### config.mk
export PLATFORM = sky130hd
export DESIGN_NAME = dbse_ctrl
export DESIGN_NICKNAME = d
export VERILOG_FILES = /design/src/rtl/dbse_pkg.sv /design/src/rtl/dbse_ctrl.sv
export SDC_FILE = /design/constraint.sdc
export NUM_CORES = 1
export LEC_CHECK = 0
export ABC_AREA = 1
export BUFFER_PORTS_ARGS = -buffer_cell sky130_fd_sc_hd__buf_2
export CORE_MARGIN = 2
export CORE_UTILIZATION = 53
export DETAILED_ROUTE_END_ITERATION = 10
export PLACE_DENSITY = 0.82
export SKIP_LAST_GASP = 1
export SLEW_MARGIN = 30
export SYNTH_ARGS = -nofsm -noshare
export SYNTH_HDL_FRONTEND = slang
export SYNTH_SLANG_ARGS = --single-unit
### constraint.sdc
create_clock -name clock -period 3.05 [get_ports clock]
set_clock_uncertainty 0.15 [all_clocks]
set_input_delay 0.61 -clock clock [delete_from_list [all_inputs] [get_ports clock]]
set_output_delay 0.61 -clock clock [all_outputs]
set_load 0.01 [all_outputs]
### src/rtl/dbse_pkg.sv
// shared types, constants and codes of the dense bitmap set engine
package dbse_pkg;

   // fixed field widths
   localparam int OP_W   = 4;
   localparam int IDX_W  = 6;
   localparam int OPND_W = 64;
   localparam int ITEM_W = 12;

   // default geometry of the bitmap store
   localparam int DEFAULT_WORD_COUNT = 64;
   localparam int DEFAULT_WORD_BITS  = 64;

   // item count after reset
   localparam logic [ITEM_W-1:0] ITEM_COUNT_RESET = 12'd4095;

   // operation codes
   typedef enum logic [OP_W-1:0] {
      OP_CLEAR    = 4'd0,
      OP_FILL     = 4'd1,
      OP_ALLOCATE = 4'd2,
      OP_OR_IN    = 4'd3,
      OP_AND_IN   = 4'd4,
      OP_LOAD_OR  = 4'd5,
      OP_LOAD_AND = 4'd6,
      OP_WRITE    = 4'd7,
      OP_READ     = 4'd8,
      OP_MERGE    = 4'd9,
      OP_EQUAL    = 4'd10,
      OP_SUBSET   = 4'd11,
      OP_DISJOINT = 4'd12
   } op_type;

   // memory read source
   typedef enum logic [1:0] {
      RD_NONE = 2'd0,
      RD_REQ  = 2'd1,
      RD_WC   = 2'd2
   } rd_sel_type;

   // memory write source
   typedef enum logic [2:0] {
      WR_NONE  = 3'd0,
      WR_ZERO  = 3'd1,
      WR_FILL  = 3'd2,
      WR_OP    = 3'd3,
      WR_ALLOC = 3'd4
   } wr_sel_type;

   // what goes into the result register
   typedef enum logic [1:0] {
      RESP_ZERO  = 2'd0,
      RESP_WORD  = 2'd1,
      RESP_ALLOC = 2'd2
   } resp_sel_type;

   // controller to datapath
   typedef struct packed {
      logic         latch;
      logic         cnt_clear;
      logic         cnt_step;
      rd_sel_type   rd_sel;
      wr_sel_type   wr_sel;
      logic         resp_load;
      resp_sel_type resp_sel;
   } dbse_cmd_type;

   // datapath to controller
   typedef struct packed {
      logic dec_clear;
      logic dec_fill;
      logic dec_alloc;
      logic dec_word;
      logic wc_last;
      logic alloc_hit;
      logic out_free;
   } dbse_status_type;

endpackage

### src/rtl/dbse_ctrl.sv
// controller state machine of the dense bitmap set engine
module dbse_ctrl (
   input  logic                     clock,
   input  logic                     reset,
   input  logic                     req_valid,
   output logic                     req_stall,
   input  dbse_pkg::dbse_status_type status,
   output dbse_pkg::dbse_cmd_type    cmd
);
   import dbse_pkg::*;

   typedef enum logic [7:0] {
      ST_INIT   = 8'b0000_0001,
      ST_IDLE   = 8'b0000_0010,
      ST_CLEAR  = 8'b0000_0100,
      ST_FILL   = 8'b0000_1000,
      ST_RZERO  = 8'b0001_0000,
      ST_AREAD  = 8'b0010_0000,
      ST_ACHECK = 8'b0100_0000,
      ST_WEXEC  = 8'b1000_0000
   } state_type;

   state_type state_ff;
   state_type state_in;

   // input channel open only when idle
   assign req_stall = (state_ff != ST_IDLE);

   // next state and commands
   always_comb begin
      state_in = state_ff;
      cmd      = '0;
      unique case (state_ff)
         ST_INIT: begin
            cmd.wr_sel = WR_ZERO;
            if (status.wc_last) begin
               state_in = ST_IDLE;
            end else begin
               cmd.cnt_step = 1'b1;
            end
         end
         ST_IDLE: begin
            if (req_valid) begin
               cmd.latch     = 1'b1;
               cmd.cnt_clear = 1'b1;
               priority if (status.dec_clear) begin
                  state_in = ST_CLEAR;
               end else if (status.dec_fill) begin
                  state_in = ST_FILL;
               end else if (status.dec_alloc) begin
                  state_in = ST_AREAD;
               end else if (status.dec_word) begin
                  cmd.rd_sel = RD_REQ;
                  state_in   = ST_WEXEC;
               end else begin
                  state_in = ST_RZERO;
               end
            end
         end
         ST_CLEAR: begin
            cmd.wr_sel = WR_ZERO;
            if (status.wc_last) begin
               state_in = ST_RZERO;
            end else begin
               cmd.cnt_step = 1'b1;
            end
         end
         ST_FILL: begin
            cmd.wr_sel = WR_FILL;
            if (status.wc_last) begin
               state_in = ST_RZERO;
            end else begin
               cmd.cnt_step = 1'b1;
            end
         end
         ST_RZERO: begin
            if (status.out_free) begin
               cmd.resp_load = 1'b1;
               cmd.resp_sel  = RESP_ZERO;
               state_in      = ST_IDLE;
            end
         end
         ST_AREAD: begin
            cmd.rd_sel = RD_WC;
            state_in   = ST_ACHECK;
         end
         ST_ACHECK: begin
            priority if (status.alloc_hit || status.wc_last) begin
               if (status.out_free) begin
                  cmd.wr_sel    = status.alloc_hit ? WR_ALLOC : WR_NONE;
                  cmd.resp_load = 1'b1;
                  cmd.resp_sel  = RESP_ALLOC;
                  state_in      = ST_IDLE;
               end
            end else begin
               cmd.cnt_step = 1'b1;
               state_in     = ST_AREAD;
            end
         end
         ST_WEXEC: begin
            if (status.out_free) begin
               cmd.wr_sel    = WR_OP;
               cmd.resp_load = 1'b1;
               cmd.resp_sel  = RESP_WORD;
               state_in      = ST_IDLE;
            end
         end
         default: begin
            state_in = ST_INIT;
         end
      endcase
   end

   // state register
   always_ff @(posedge clock) begin
      if (reset) begin
         state_ff <= ST_INIT;
      end else begin
         state_ff <= state_in;
      end
   end

endmodule

# ---- Word level (Yosys, flattened, before mapping)
# Index checks and enable logic that the tools add are counted.
dict set report word_totals {
  ff_bits 8
  latch_bits 0
  ramBits 0
  rom_bits 0
  input_bits 10
  out_inout_bits 12
  n_memories 0
}
dict set report classes {
  addsub 0
  multipliers 0
  div 0
  order_cmp 0
  n_eq_ne 12
  shift 0
  n_mux 28
  bitwise_logic 0
  n_reduce_logical 6
}
# operator count
set ops {}
lappend ops {{8-bit 2-to-1 mux} 9}
lappend ops {{8-bit one-hot mux with 6 select lines} 1}
lappend ops {{6-bit 2-to-1 mux} 2}
lappend ops {{3-bit one-hot mux with 4 select lines} 1}
lappend ops {{3-bit one-hot mux with 3 select lines} 1}
lappend ops {{8-bit by 1-bit equality test with 1-bit output (second input constant)} 1}
lappend ops {{8-bit by 2-bit equality test with 1-bit output (second input constant)} 1}
lappend ops {{8-bit by 3-bit equality test with 1-bit output (second input constant)} 1}
lappend ops {{8-bit by 4-bit equality test with 1-bit output (second input constant)} 1}
lappend ops {{8-bit by 5-bit equality test with 1-bit output (second input constant)} 1}
lappend ops {{8-bit by 6-bit equality test with 1-bit output (second input constant)} 1}
lappend ops {{8-bit by 7-bit equality test with 1-bit output (second input constant)} 1}
lappend ops {{8-bit equality test (second input constant)} 1}
lappend ops {{8-bit by 2-bit != test with 1-bit output (second input constant)} 1}
lappend ops {{1-bit 2-to-1 mux} 7}
lappend ops {{3-bit 2-to-1 mux} 2}
lappend ops {{2-bit OR reduction} 3}
lappend ops {{5-bit 2-to-1 mux} 1}
lappend ops {{2-bit 2-to-1 mux} 2}
lappend ops {{2-bit != test (second input constant)} 2}
lappend ops {{2-bit one-hot mux with 2 select lines} 1}
lappend ops {{3-bit AND reduction} 1}
lappend ops {{3-bit OR reduction} 1}
lappend ops {{2-bit by 1-bit != test with 1-bit output (second input constant)} 1}
lappend ops {{other kinds (2)} 2}

# ---- Logic depth before layout (Yosys ltp)
dict set report logic_depth {
  ltp_word 6
  depth_mapped 12
  ltp_nobuf 12
}

# ---- Worst setup path before layout
# Ideal clock, no wire load.
dict set report synth_timing {
  kind {input port to output port}
  start {in status[2] (netlist name)}
  end {out cmd[2] (netlist name)}
  arrival_ns 1.111
  slack_ns 1.179
  path_stages 6
  n_path_buf 0
  cell_sequence {inv_1 > nand2_1 > nand3_2 > nand2_1 > nand2_1 > inv_1}
}
# element line
set synth_rtl {}
lappend synth_rtl {{start: declaration} dbse_ctrl.sv:7} ;# input dbse_pkg::dbse_status_type status,
lappend synth_rtl {{end: declaration} dbse_ctrl.sv:8} ;# output dbse_pkg::dbse_cmd_type cmd

==> flow_metrics.py <==
metrics = {
    "status": {
        "status": "complete, no violations",
    },
    "worst_setup_path": {
        "arrival_ps": 1480,
        "crit_chain": "nor2_2 -> nand2_2 -> clkinv_4 -> nand2_2 -> nand2_4 -> nor2_2 -> o21ai_0 -> buf_2",
        "critPathMaxStageDelay_ps": 330,
        "cp_top_family": "simple AND/OR/NAND/NOR gates",
        "worst-setup-path-type": "reg2out",
        "worst-path-buf-inv": 2,
        "worstPathRequired_ps": 2290,
        "worstSetupStartpointType": "flip-flop",
        "endpoint_kind": "output pin",
        "cpMaxStageDelayCell": "dfxtp_1",
        "cp_max_fo": 6,
    },
    "yosys": {
        "netlist_area_um2": 744,
        "ys_types": 21,
        "yosys.area.top_type": "dfxtp_1",
        "ys_ff_latch": 8,
        "synth_nets": 130,
        "yosysWarnings": 0,
        "synth_cells": 120,
        "avgSynthCellArea_um2": 6.20,
        "ys_seq_area_share_pct": 21.5,
        "netlist_top_cells_area": "dfxtp_1 22%, nand2_1 14%, nor2_1 8.6%",
        "synth_top_area_share_pct": 21.5,
    },
    "cells_and_area": {
        "diodes": 0,
        "nNetsFinal": 155,
        "final_cell_area_um2": 883,
        "top_register": "state_ff",
        "final_cell_mix": "28 x nand2_1, 21 x buf_2, 17 x nor2_1",
        "largest_registers": "state_ff (8)",
        "largest_register_ffs": 8,
        "drive_above_1_share_pct": 38.5,
        "layout.cells.non_filler": 158,
        "area_growth_syn_to_layout_pct": 18.7,
        "final_common_cell": "nand2_1",
    },
    "clock_network": {
        "cts_resized": 0,
        "postCtsSetupRepairBufs": 0,
        "cts_tree": "done",
        "holdBufCountCts": 0,
        "worstSkewPairLatency_ps": 250,
        "cts.clk_slew.worst_paths_ps": 50,
        "numCtsBuffers": 3,
        "cts_max_level": 1,
        "numClockSinks": 8,
        "cts-root-buf": "clkbuf_4",
        "cts_buffer_depth": 2,
    },
    "global_route": {
        "grt_pass1_wl_um": 2840,
        "grt_overflow": 0,
        "grt_max_degree": 8,
        "grt_use_total_pct": 20.5,
        "first_global_vias": 723,
        "antenna_found_initial": 0,
    },
    "place": {
        "place_congestion": 0.933,
        "dp_cells": 155,
        "dp_hpwl_um": 1360,
        "dpl_cell_area_um2": 861,
        "placement.io_buffers": 21,
    },
    "timing": {
        "finalSetupViolations": 0,
        "timing.final.crit_share_pct": 73.6,
        "fin_crit_ps": 2240,
        "tightest_slew_ps": 240,
        "hold_viol": 0,
        "rsz0062_at_grt": "no",
        "drv_slew": 0,
        "tns_ps": 0,
        "relSlewSlack_pct": 83.8,
        "fmax_mhz": 446,
    },
    "floorplanning": {
        "die_x_um": 41.5,
        "core_um2": 1300,
        "row_count": 13,
        "initial_core_util_pct": 57.2,
        "dieArea_um2": 1720,
        "die_y_um": 41.5,
        "ios": 22,
    },
    "drt": {
        "vias": 809,
        "viasPerCell": 5.12,
        "drt_iter0_drc": 16,
        "wl_per_cell_um": 9.85,
        "antenna_left": 0,
        "drt_first_pass_iters": 4,
        "routed_wl_um": 1560,
        "drc": 0,
    },
    "run": {
        "cap_violations": 0,
    },
    "worst_hold_path": {
        "hp-class": "reg2reg",
    },
    "pwr": {
        "power.density_nw_per_um2": 421,
        "irDropWorstVdd_v": 0.000273,
        "leakage_nw": 0.464,
    },
}
## per-layer routing
metal	track usage (%)	wire length, um	up-vias
met2	34.1	715	29
li1	-	-	422
met4	9.03	29	0
met5	0	0	-
met3	1.30	111	5
met1	27.0	700	353
## through the flow
step                      hold WS, ps  setup WS [ps]  utilization (%)  total power [W]
final                             361            806             67.9         0.000372
after global routing              400            655             67.9         0.000401
after CTS                         364            814             67.9         0.000374
after detailed placement          357            920             66.2         0.000297
after global placement            355            944             66.2         0.000294
after floorplan                   320           1180                -         0.000255
## layout make-up
class	instances	area, um^2
Tap cell	15	18.8
Inverter	21	83.8
Multi-Input combinational cell	90	493
Fill cell	122	418
Sequential cell	8	160
Clock buffer	3	22.5
Timing Repair Buffer	21	105
## cell usage after synthesis (all sizes together)
cell type and number:
inv 20, o21a 1, nand4 2, clkinv 1, nor3 1, buf 1
nand3 13, nand3b 2, a21oi 5, o21ai 3, dfxtp 8, nor2 25
nand2 38
## path summary, 6_finish.rpt
kind                             from                       end  slack [ps]  cells after the start
max reg2reg  state_ff[3]$_SDFFE_PP0P_  state_ff[3]$_SDFFE_PP0P_        1520                     11
min          state_ff[2]$_SDFFE_PP0P_  state_ff[2]$_SDFFE_PP0P_         360                      2
max          state_ff[7]$_SDFFE_PP0P_                    cmd[8]         810                      8
min reg2reg  state_ff[2]$_SDFFE_PP0P_  state_ff[2]$_SDFFE_PP0P_         360                      2
## kinds of logic (layout without fill, tap and decap cells)
| kind of cell | Yosys count | in the layout | synth area share [%] |
|---|---|---|---|
| and+or+nand+nor | 81 | 81 | 58.3 |
| buffers and inverters | 22 | 45 | 12.3 |
| AOI/OAI and AO/OA | 9 | 9 | 7.90 |
| DFF | 8 | 8 | 21.5 |
## worst reg2reg max path, cell delays in order (launching register included)
cell and delay [ps]:
dfxtp_1 410, inv_2 80, nand2_4 110, nor2_2 50
nand2_1 110, inv_1 60, nor2_2 140, nand3_2 110
nand2_2 90, nor2_1 40, nand2_1 60, inv_1 30
## power breakdown
| group | internal (W) | switching [W] |
|---|---|---|
| logic | 0.0000638 | 0.000112 |
| clock network | 0.0000447 | 0.0000316 |
| registers | 0.000114 | 0.00000620 |
No activity file was read; power rests on OpenSTA's default activity.
